$ cat config.mk
export PLATFORM = sky130hd
export DESIGN_NAME = wildcard_byte_pattern_scanner_top
export DESIGN_NICKNAME = d
export VERILOG_FILES = /design/src/design/wbps_pkg.sv /design/src/design/wbps_cfg.sv /design/src/design/wbps_window.sv /design/src/design/wbps_match.sv /design/src/design/wildcard_byte_pattern_scanner_top.sv
export SDC_FILE = /design/constraint.sdc
export NUM_CORES = 2
export LEC_CHECK = 0
export ABC_AREA = 1
export BUFFER_PORTS_ARGS = -buffer_cell sky130_fd_sc_hd__clkbuf_2
export CORE_AREA = 2 2 314 316
export DETAILED_ROUTE_END_ITERATION = 10
export DIE_AREA = 0 0 316 318
export PLACE_DENSITY = 0.76
export SYNTH_ARGS = -nofsm -noshare
export SYNTH_HDL_FRONTEND = slang
export SYNTH_HIERARCHICAL = 1
export SYNTH_SLANG_ARGS = --single-unit
export TNS_END_PERCENT = 30
$ cat constraint.sdc
create_clock -name clk -period 16.3 [get_ports clk]
set_input_delay 0 -clock clk [delete_from_list [all_inputs] [get_ports clk]]
set_output_delay 0 -clock clk [all_outputs]
set_load 0.01 [all_outputs]
$ cat src/design/wbps_pkg.sv
// Shared types and constants for the wildcard byte pattern scanner.
// No dependencies; every other design file imports this package.
package wbps_pkg;

  localparam int PATTERN_REG_BYTES = 32;
  localparam int ADDR_W = 6;
  localparam int DATA_W = 64;
  localparam int HITS_W = 10;
  localparam int LEN_W = 6;

  localparam logic [2:0] REG_PATTERN_0 = 3'd0;
  localparam logic [2:0] REG_PATTERN_1 = 3'd1;
  localparam logic [2:0] REG_PATTERN_2 = 3'd2;
  localparam logic [2:0] REG_PATTERN_3 = 3'd3;
  localparam logic [2:0] REG_WILDCARD_MASK = 3'd4;
  localparam logic [2:0] REG_PATTERN_LENGTH = 3'd5;
  localparam logic [2:0] REG_MAX_HITS = 3'd6;

  localparam logic [LEN_W-1:0] PATTERN_LENGTH_RESET = 6'd1;
  localparam logic [HITS_W-1:0] MAX_HITS_RESET = 10'd10;

  typedef struct packed {
    logic [LEN_W-1:0] len;
    logic [HITS_W-1:0] max_hits;
  } scan_ctrl_t;

  typedef struct packed {
    logic [31:0] addr;
    logic last;
    logic fresh;
  } byte_info_t;

endpackage

$ cat src/design/wbps_cfg.sv
// Configuration registers behind the APB port, plus the pattern realigned to window slots.
// Depends on wbps_pkg.
module wbps_cfg #(
  parameter int WIN = 32
) (
  input  logic clk,
  input  logic rst,
  input  logic psel,
  input  logic penable,
  input  logic pwrite,
  input  logic [wbps_pkg::ADDR_W-1:0] paddr,
  input  logic [wbps_pkg::DATA_W-1:0] pwdata,
  output logic [wbps_pkg::DATA_W-1:0] prdata,
  output logic pready,
  output wbps_pkg::scan_ctrl_t ctrl,
  output logic [WIN-1:0][7:0] expect_byte,
  output logic [WIN-1:0] care
);
  import wbps_pkg::*;

  logic [3:0][63:0] pattern;
  logic [31:0] wildcard_mask;
  logic [LEN_W-1:0] pattern_length;
  logic [HITS_W-1:0] max_hits;
  logic [2:0] reg_index;
  logic write_en;
  logic [LEN_W-1:0] len_eff;
  logic [255:0] pattern_flat;
  logic [WIN-1:0][7:0] expect_next;
  logic [WIN-1:0] care_next;

  assign pready = 1'b1;
  assign reg_index = paddr[5:3];
  assign write_en = psel && penable && pwrite;
  assign pattern_flat = pattern;

  always_ff @(posedge clk) begin
    if (rst) begin
      pattern <= '0;
      wildcard_mask <= '0;
      pattern_length <= PATTERN_LENGTH_RESET;
      max_hits <= MAX_HITS_RESET;
    end else if (write_en) begin
      unique case (reg_index)
        REG_PATTERN_0: pattern[0] <= pwdata;
        REG_PATTERN_1: pattern[1] <= pwdata;
        REG_PATTERN_2: pattern[2] <= pwdata;
        REG_PATTERN_3: pattern[3] <= pwdata;
        REG_WILDCARD_MASK: wildcard_mask <= pwdata[31:0];
        REG_PATTERN_LENGTH: pattern_length <= pwdata[LEN_W-1:0];
        REG_MAX_HITS: max_hits <= pwdata[HITS_W-1:0];
        default: ;
      endcase
    end
  end

  always_comb begin
    unique case (reg_index)
      REG_PATTERN_0: prdata = pattern[0];
      REG_PATTERN_1: prdata = pattern[1];
      REG_PATTERN_2: prdata = pattern[2];
      REG_PATTERN_3: prdata = pattern[3];
      REG_WILDCARD_MASK: prdata = {32'd0, wildcard_mask};
      REG_PATTERN_LENGTH: prdata = {{(DATA_W-LEN_W){1'b0}}, pattern_length};
      REG_MAX_HITS: prdata = {{(DATA_W-HITS_W){1'b0}}, max_hits};
      default: prdata = '0;
    endcase
  end

  always_comb begin
    if (pattern_length == '0) begin
      len_eff = LEN_W'(1);
    end else if (pattern_length > LEN_W'(WIN)) begin
      len_eff = LEN_W'(WIN);
    end else begin
      len_eff = pattern_length;
    end
  end

  // Window slot 0 holds the newest byte, which meets pattern byte len-1.
  always_comb begin
    logic [LEN_W-1:0] idx;
    for (int s = 0; s < WIN; s++) begin
      idx = len_eff - LEN_W'(s) - LEN_W'(1);
      expect_next[s] = pattern_flat[idx[4:0]*8 +: 8];
      care_next[s] = (LEN_W'(s) < len_eff) && !wildcard_mask[idx[4:0]];
    end
  end

  always_ff @(posedge clk) begin
    expect_byte <= expect_next;
    care <= care_next;
    if (rst) begin
      ctrl <= '{len: PATTERN_LENGTH_RESET, max_hits: MAX_HITS_RESET};
    end else begin
      ctrl <= '{len: len_eff, max_hits: max_hits};
    end
  end

endmodule

$ cat src/design/wbps_window.sv
// Input stage: shift window of recent bytes and the registered byte information.
// Depends on wbps_pkg.
module wbps_window #(
  parameter int WIN = 32
) (
  input  logic clk,
  input  logic rst,
  input  logic accept,
  input  logic take,
  input  logic [7:0] data_byte,
  input  wbps_pkg::byte_info_t info_in,
  output logic held,
  output wbps_pkg::byte_info_t info,
  output logic [WIN-1:0][7:0] window
);
  import wbps_pkg::*;

  always_ff @(posedge clk) begin
    if (rst) begin
      held <= 1'b0;
    end else if (accept) begin
      held <= 1'b1;
    end else if (take) begin
      held <= 1'b0;
    end
  end

  // Slots are only compared once the run count shows they were written.
  always_ff @(posedge clk) begin
    if (accept) begin
      info <= info_in;
      for (int s = WIN - 1; s > 0; s--) begin
        window[s] <= window[s-1];
      end
      window[0] <= data_byte;
    end
  end

endmodule

$ cat src/design/wbps_match.sv
// Compare stage: window against aligned pattern, run and hit counters, result register.
// Depends on wbps_pkg.
module wbps_match #(
  parameter int WIN = 32
) (
  input  logic clk,
  input  logic rst,
  input  logic held,
  input  wbps_pkg::byte_info_t info,
  input  logic [WIN-1:0][7:0] window,
  input  wbps_pkg::scan_ctrl_t ctrl,
  input  logic [WIN-1:0][7:0] expect_byte,
  input  logic [WIN-1:0] care,
  output logic take,
  output logic out_valid,
  input  logic out_ready,
  output logic [31:0] match_addr,
  output logic [wbps_pkg::HITS_W-1:0] hit_index
);
  import wbps_pkg::*;

  localparam int CW = $clog2(WIN + 1);

  logic [CW-1:0] usable_count;
  logic [CW-1:0] usable_prev;
  logic [CW-1:0] usable_now;
  logic [HITS_W-1:0] hit_count;
  logic [HITS_W-1:0] hit_base;
  logic [WIN-1:0] slot_ok;
  logic found;
  logic emit;

  assign take = held && (!out_valid || out_ready);

  always_comb begin
    for (int s = 0; s < WIN; s++) begin
      slot_ok[s] = !care[s] || (window[s] == expect_byte[s]);
    end
    usable_prev = info.fresh ? '0 : usable_count;
    usable_now = (usable_prev < CW'(WIN)) ? usable_prev + CW'(1) : usable_prev;
    hit_base = info.fresh ? '0 : hit_count;
    found = (7'(usable_now) >= 7'(ctrl.len)) && (&slot_ok);
    emit = found && (hit_base < ctrl.max_hits);
  end

  always_ff @(posedge clk) begin
    if (rst) begin
      usable_count <= '0;
      hit_count <= '0;
      out_valid <= 1'b0;
    end else begin
      if (take) begin
        usable_count <= (found || info.last) ? '0 : usable_now;
        hit_count <= emit ? hit_base + HITS_W'(1) : hit_base;
        out_valid <= emit;
      end else if (out_ready) begin
        out_valid <= 1'b0;
      end
    end
  end

  always_ff @(posedge clk) begin
    if (take && emit) begin
      match_addr <= info.addr - (32'(ctrl.len) - 32'd1);
      hit_index <= hit_base;
    end
  end

endmodule

$ cat src/design/wildcard_byte_pattern_scanner_top.sv
// Top level of the wildcard byte pattern scanner: APB registers, input window, compare stage.
// Depends on wbps_pkg, wbps_cfg, wbps_window and wbps_match.
//
//   Channel   Handshake               Payload
//   input     in_valid / in_ready     data_byte, byte_addr, last_in_region, new_scan
//   result    out_valid / out_ready   match_addr, hit_index
//   config    APB psel/penable/pwrite paddr, pwdata, prdata (64-bit registers at 8*i)
//
// One byte is accepted every cycle while in_ready stays high; a byte is first registered in
// the window register, then its result in the compare-and-count stage.
// Reset is synchronous and clears the valid flags, counters and configuration registers; no clearing pass.
// When a result waits on out_ready, one more byte is held in the window stage before
// in_ready drops.
module wildcard_byte_pattern_scanner_top #(
  parameter int PATTERN_MAX = 32
) (
  input  logic clk,
  input  logic rst,
  input  logic in_valid,
  output logic in_ready,
  input  logic [7:0] data_byte,
  input  logic [31:0] byte_addr,
  input  logic last_in_region,
  input  logic new_scan,
  output logic out_valid,
  input  logic out_ready,
  output logic [31:0] match_addr,
  output logic [wbps_pkg::HITS_W-1:0] hit_index,
  input  logic psel,
  input  logic penable,
  input  logic pwrite,
  input  logic [wbps_pkg::ADDR_W-1:0] paddr,
  input  logic [wbps_pkg::DATA_W-1:0] pwdata,
  output logic [wbps_pkg::DATA_W-1:0] prdata,
  output logic pready
);
  import wbps_pkg::*;

  localparam int WIN = (PATTERN_MAX < PATTERN_REG_BYTES) ? PATTERN_MAX : PATTERN_REG_BYTES;

  scan_ctrl_t ctrl;
  logic [WIN-1:0][7:0] expect_byte;
  logic [WIN-1:0] care;
  logic [WIN-1:0][7:0] window;
  byte_info_t info_in;
  byte_info_t info;
  logic held;
  logic take;
  logic accept;

  assign in_ready = !held || take;
  assign accept = in_valid && in_ready;
  assign info_in = '{addr: byte_addr, last: last_in_region, fresh: new_scan};

  wbps_cfg #(.WIN(WIN)) u_cfg (
    .clk(clk), .rst(rst),
    .psel(psel), .penable(penable), .pwrite(pwrite),
    .paddr(paddr), .pwdata(pwdata), .prdata(prdata), .pready(pready),
    .ctrl(ctrl), .expect_byte(expect_byte), .care(care)
  );

  wbps_window #(.WIN(WIN)) u_window (
    .clk(clk), .rst(rst),
    .accept(accept), .take(take),
    .data_byte(data_byte), .info_in(info_in),
    .held(held), .info(info), .window(window)
  );

  wbps_match #(.WIN(WIN)) u_match (
    .clk(clk), .rst(rst),
    .held(held), .info(info), .window(window),
    .ctrl(ctrl), .expect_byte(expect_byte), .care(care),
    .take(take), .out_valid(out_valid), .out_ready(out_ready),
    .match_addr(match_addr), .hit_index(hit_index)
  );

endmodule

### Word-level counts from Yosys, hierarchy flattened

Index checks and enable logic that the tools add are counted.
W data, S select, Z words.

| word-level totals | value |
|---|---|
| input port bits | 119 |
| word-level logic and storage cells | 515 |
| output and inout port bits | 109 |
| register bits after elaboration | 958 |

| operators by class | value |
|---|---|
| add/subtract/negate cells | 66 |
| multiplexer cells | 76 |
| reduce and logical (&&, ||, !) cells | 152 |
| shift operators | 32 |
| equality and inequality tests | 38 |
| order comparisons | 68 |

Operator list:

| operator | number |
|---|---|
| $shiftx A256 B9 Y8 | 32 |
| $pmux W64 S7 | 1 |
| $eq A8 B8 Y1 | 32 |
| $lt A5 B6 Y1 const B | 32 |
| $bmux W1 S5 | 32 |
| $sub A5 B1 Y5 const B | 32 |
| $lt A5 B6 Y1 const A | 16 |
| $sub A5 B5 Y5 const B | 16 |
| $logic_not A1 Y1 | 66 |
| $lt A4 B6 Y1 const A | 8 |
| $sub A5 B4 Y5 const B | 8 |
| $logic_and A1 B1 Y1 | 39 |
| $mux W1 | 36 |
| $logic_or A1 B1 Y1 | 35 |
| $reduce_and A32 Y1 | 1 |
| $sub A32 B32 Y32 | 1 |
| $mux W6 | 5 |
| $lt A3 B6 Y1 const A | 4 |
| $mux W10 | 2 |
| $sub A5 B3 Y5 const B | 4 |
| $reduce_and A2 Y1 | 7 |
| $lt A1 B6 Y1 const A | 2 |
| $lt A2 B6 Y1 const A | 2 |
| $add A10 B1 Y10 const B | 1 |
| other kinds (13) | 18 |

### Logic depth before layout (Yosys ltp)

| logic depth | value |
|---|---|
| word-level depth | 9 |
| gate-level depth with buffers | 21 |

### By module

The synthesis kept the hierarchy.

By module, submodules not included:

| module | area each (um^2) | instances | cells an instance |
|---|---|---|---|
| wbps_cfg | 36431.2 | 1 | 5754 |
| wbps_window | 8748.4 | 1 | 295 |
| wbps_match | 7957.6 | 1 | 1158 |
| wildcard_byte_pattern_scanner_top | 20.0 | 1 | 4 |

### Worst setup path before layout

OpenSTA, ideal clock, no wires.

| path | value |
|---|---|
| path type | reg-to-reg |
| start | register u_match.out_valid |
| end | register u_window.held |
| arrival time | 9.728 ns |
| stages on the path, launching flop included | 9 |
| path buffers | 1 |
| path slack | 6.482 ns |
| cell sequence | dfxtp_1 nand2_1 nand2_1 inv_1 buf_6 inv_1 a21oi_2 inv_1 a21oi_2 |

| between the ends | value |
|---|---|
| word-level cells in the longest chain between the ends | 6 |
| elaborated cells between the ends (all ways) | 7 |
| classes of those cells | 1 x mux; 6 x reduce/logical |

Ends and longest elaborated chain:

| what | line | RTL |
|---|---|---|
| from (decl) | wbps_match.sv:15 | `output logic out_valid,` |
| from (signal assigned) | wbps_match.sv:55 | `out_valid <= emit;` |
| $logic_not A1 Y1 * | wbps_match.sv:33 | `assign take = held && (!out_valid \|\| out_ready);` |
| $logic_or A1 B1 Y1 * | wbps_match.sv:33 |  |
| $logic_and A1 B1 Y1 * | wbps_match.sv:33 |  |
| named net take | wildcard_byte_pattern_scanner_top.sv:48 | `logic take;` |
| $logic_or A1 B1 Y1 * | wildcard_byte_pattern_scanner_top.sv:51 | `assign in_ready = !held \|\| take;` |
| $logic_and A1 B1 Y1 * | wildcard_byte_pattern_scanner_top.sv:52 | `assign accept = in_valid && in_ready;` |
| named net accept | wildcard_byte_pattern_scanner_top.sv:49 | `logic accept;` |
| $mux W1 / $reduce_bool A2 Y1 (equally long branches) | -- |  |
| to (signal assigned) | wbps_window.sv:20 | `held <= 1'b0;` |
| to (signal assigned) | wbps_window.sv:22 | `held <= 1'b1;` |
| to (signal assigned) | wbps_window.sv:24 | `held <= 1'b0;` |
| to (decl) | wbps_window.sv:12 | `output logic held,` |

Mark *: on every way through the listed nets, which the timed path passes. The rest lies on a longest branch.
A chain may end at the register's enable or synchronous reset.

==> impl_summary.txt <==
----------------------------------------------------
[Status]
  Status ... finished, violations left
  Violations in the final reports ... max-capacitance violations, max-slew violations

[Power and ir drop]
  Peak supply drop ... ~0.082 mV
  Leakage power figure ... 25.1 nW
  Total power consumption of the routed design ... 0.00583 W
  Total power per unit cell area ... 98.1 nW/µm²

[Critical path]
  Type of the worst setup path ... reg -> reg
  Type of destination of the critical path ... register
  Kind of launch point of the worst setup path ... register
  Data arrival at the endpoint of the critical path ... 6.08 ns
  Required time at the worst-slack endpoint ... 16.75 ns
  Maximum fanout count along the critical path ... 97

[Synthesis]
  Library cell with the highest instance count after synthesis ... sky130_fd_sc_hd__nand2_1
  Area fraction of the dominant cell type after synthesis ... between 20% and 30%
  Post-Synthesis Net Count ... 7387
  Yosys warns ... 6
  Synth async-reset ratio ... 0%
  Top cell types by occurrence after synthesis ... sky130_fd_sc_hd__nand2_1, sky130_fd_sc_hd__nand3_1, sky130_fd_sc_hd__dfxtp_1, sky130_fd_sc_hd__o21ai_0, sky130_fd_sc_hd__inv_1
  Portion of the post-synthesis area used by sequential elements ... 42.3%
  Cell count after synthesis ... just over 7000
  Top area cells in the synthesized netlist ... sky130_fd_sc_hd__dfxtp_1, sky130_fd_sc_hd__edfxtp_1, sky130_fd_sc_hd__nand3_1
  Cell area after technology mapping ... 53200 µm²
  Cell taking the most area after synthesis ... sky130_fd_sc_hd__dfxtp_1
  Primary flip-flop cell chosen by synthesis mapping ... sky130_fd_sc_hd__dfxtp_1
  Average cell area after synthesis ... 7.37 µm²
  Number of synthesized register bits ... 958
  Unique cell type count in the Yosys netlist ... between 60 and 70
  Number of flops mapped to enable cells by yosys ... 332

[Detailed routing]
  First-pass detailed-route iteration total ... 10
  Routed wire length per instance ... 27.2 µm
  Remaining antenna violation count after routing ... 0
  DRC violation total after the first TritonRoute iteration ... 9509
  Detailed-route via count ... 55200
  Total wire length after detailed routing ... 237000 µm
  Vias per cell ... 6.33
  Drc violations ... 0

[Timing]
  Final sum of negative setup slack ... 0 ns
  Min Hold Slack ... 0.0176 ns
  Number of hold violations in the final report ... 0
  Maximum clock rate ... 0.178 GHz
  Max-slew headroom ... -9.55%
  Unrepaired setup endpoints after global routing ... no
  Setup skew after layout ... between 0.03 and 0.04 ns
  Crit share post-route ... 34.5%
  Number of max-slew violations in the final report ... 6
  Final setup violation count ... 0
  Minimum clock period ... 5.63 ns
  Worst-margin pin slew ... 1.63 ns

[Cells and area]
  Relative area change from synthesis to final layout ... 11.8%
  Layout cell share with drive strength beyond 1 ... 7.73%
  Final std cells w/o fill ... 8717
  Final net count ... 7507
  Post-route core utilization ... 61.0%

[Global routing]
  Antenna violations before repair ... 38
  Overall track demand over capacity in global routing ... 46.1%
  Total grt overflow ... 0
  Wire length of the first global-routing pass ... 334000 µm
  Via count of the first global-routing pass ... a little under 50000
  Pin count of the biggest net entering global routing ... 260

[Floorplanning]
  Floorplan row count ... 115
  Initial standard-cell utilization of the core ... 54.6%
  Overall die width ... about 320 µm
  Floorplan die height ... 318 µm
  Floorplan core area ... just under 100000 µm²
  Die area ... 100000 µm²
  Io pins ... approximately 230

[CTS]
  Clock latency on the worst-skew pair ... 0.72 ns
  CTS hold repair buffers ... 133
  Sinks on Clock Net ... 958
  Clock tree from TritonCTS ... yes
  Max H-tree Level ... 3
  Number of buffers inserted during clock tree synthesis ... about 100
  Clock-pin slew on the worst setup and hold paths ... 0.06 ns
  Clock Tree Buf Depth ... 3
  Post-CTS setup repair buffer count ... 0
  Root cell of the clock tree ... sky130_fd_sc_hd__clkbuf_16
  Number of resized instances in the post-cts repair step ... 0

[Place]
  Cell count after placement ... 8382
  HPWL after detailed placement ... 179000 µm
  Port buffer count ... 223
  GPL Wtd Cong ... 1.10

[Job]
  Max_cap viols ... 3

[Min path]
  Classification of the worst-slack hold path ... in -> reg

----------------------------------------------------
==> where the power goes <==
group	internal [W]	leakage, nW	switching [W]
Clock	0.00128	1.59	0.00102
Sequential	0.00262	8.24	0.0000910
Combinational	0.000248	15.2	0.000570
Total	0.00415	25.1	0.00168
==> kinds of logic (layout without fill, tap and decap cells) <==
kind of cell             after synthesis  after routing  share of synthesized area, %
multiplexers                          64             64                          1.21
adder cells (fa/ha/maj)               57             57                          1.36
flip-flops                           958            958                          42.3
buffers and inverters                876           1079                          6.78
AND/OR/NAND/NOR                     3607           3607                          29.5
other                                  1             17                       0.00705
XOR/XNOR                             292            292                          4.91
AO/OA/AOI/OAI                       1356           1356                          13.9
==> final timing paths <==
path | to | from | cells after the start | slack [ns]
worst min register to register | u_cfg/ctrl[1]$_SDFF_PP1_ | u_cfg/max_hits[1]$_SDFFE_PP1P_ | 2 | 0.43
worst max-delay path | u_cfg/expect_byte[192]$_DFF_P_ | u_cfg/pattern_length[5]$_SDFFE_PP0P_ | 14 | 10.67
worst min-delay path | u_window/window[6]$_DFFE_PP_ | data_byte[6] | 2 | 0.02
worst max register to register | u_cfg/expect_byte[192]$_DFF_P_ | u_cfg/pattern_length[5]$_SDFFE_PP0P_ | 14 | 10.67
==> critical path, cell delays in order, from the launching register on <==
cell                       delay [ns]
sky130_fd_sc_hd__dfxtp_1         0.63
sky130_fd_sc_hd__inv_2           0.30
sky130_fd_sc_hd__nand2_2         0.44
sky130_fd_sc_hd__nand2_8         0.39
sky130_fd_sc_hd__inv_2           0.15
sky130_fd_sc_hd__ha_1            0.54
sky130_fd_sc_hd__inv_1           0.15
sky130_fd_sc_hd__nand2_1         0.11
sky130_fd_sc_hd__buf_4           0.36
sky130_fd_sc_hd__clkinv_2        0.52
sky130_fd_sc_hd__buf_4           0.58
sky130_fd_sc_hd__o211ai_1        0.39
sky130_fd_sc_hd__nand3_1         0.19
sky130_fd_sc_hd__nand3_1         0.14
sky130_fd_sc_hd__nand2_1         0.34
==> routing by layer <==
layer | global-route usage (%) | up-vias | wire [µm]
li1 | - | 24900 | -
met5 | 1.31 | - | 148
met4 | 29.4 | 22 | 18700
met2 | 62.2 | 4112 | 92100
met1 | 61.3 | 25500 | 88700
met3 | 17.2 | 647 | 37800
==> layout make-up <==
cell class | instances | area [µm²]
antenna | 16 | 40.0
clock buffer | 151 | 2890
clock inverter | 35 | 392
fill | 8726 | 38000
inverter | 445 | 1690
multi-input combinational | 5377 | 27100
sequential | 958 | 22500
tap | 1287 | 1610
timing repair buffer | 448 | 3150
==> sequential cells by signal (all words and copies together) (netlist names), 10 cells and up <==
signal               flops
u_match/hit_count       10
u_window/window        256
u_cfg/pattern          256
u_cfg/max_hits          10
u_cfg/wildcard_mask     32
u_cfg/expect_byte      256
u_window/info           34
u_match/hit_index       10
u_cfg/care              32
u_match/match_addr      32
u_cfg/ctrl              16
==> per-stage QoR <==
step           cell area, µm²  setup slack [ns]
2_1_floorplan           53200              6.48
3_3_place_gp            54800             11.18
3_5_place_dp            54800             11.11
4_1_cts                 59400             11.11
5_1_grt                 59400             10.64
6_report                59400             10.67
==> cells in the final DEF, fill, tap and decap left out, types with 58 or more instances in the layout <==
cell type / count
sky130_fd_sc_hd__nand2_1: 1719
sky130_fd_sc_hd__nand3_1: 1485
sky130_fd_sc_hd__dfxtp_1: 626
sky130_fd_sc_hd__o21ai_0: 556
sky130_fd_sc_hd__inv_1: 399
sky130_fd_sc_hd__a21oi_1: 383
sky130_fd_sc_hd__edfxtp_1: 332
sky130_fd_sc_hd__nor2_1: 326
sky130_fd_sc_hd__xnor2_1: 254
sky130_fd_sc_hd__clkbuf_2: 223
sky130_fd_sc_hd__o21ai_1: 185
sky130_fd_sc_hd__dlygate4sd3_1: 133
sky130_fd_sc_hd__clkbuf_16: 102
sky130_fd_sc_hd__o211ai_1: 91
sky130_fd_sc_hd__buf_4: 91
sky130_fd_sc_hd__mux2i_1: 64
sky130_fd_sc_hd__o22ai_1: 58
Note: power is estimated with default switching activity, not from simulation.
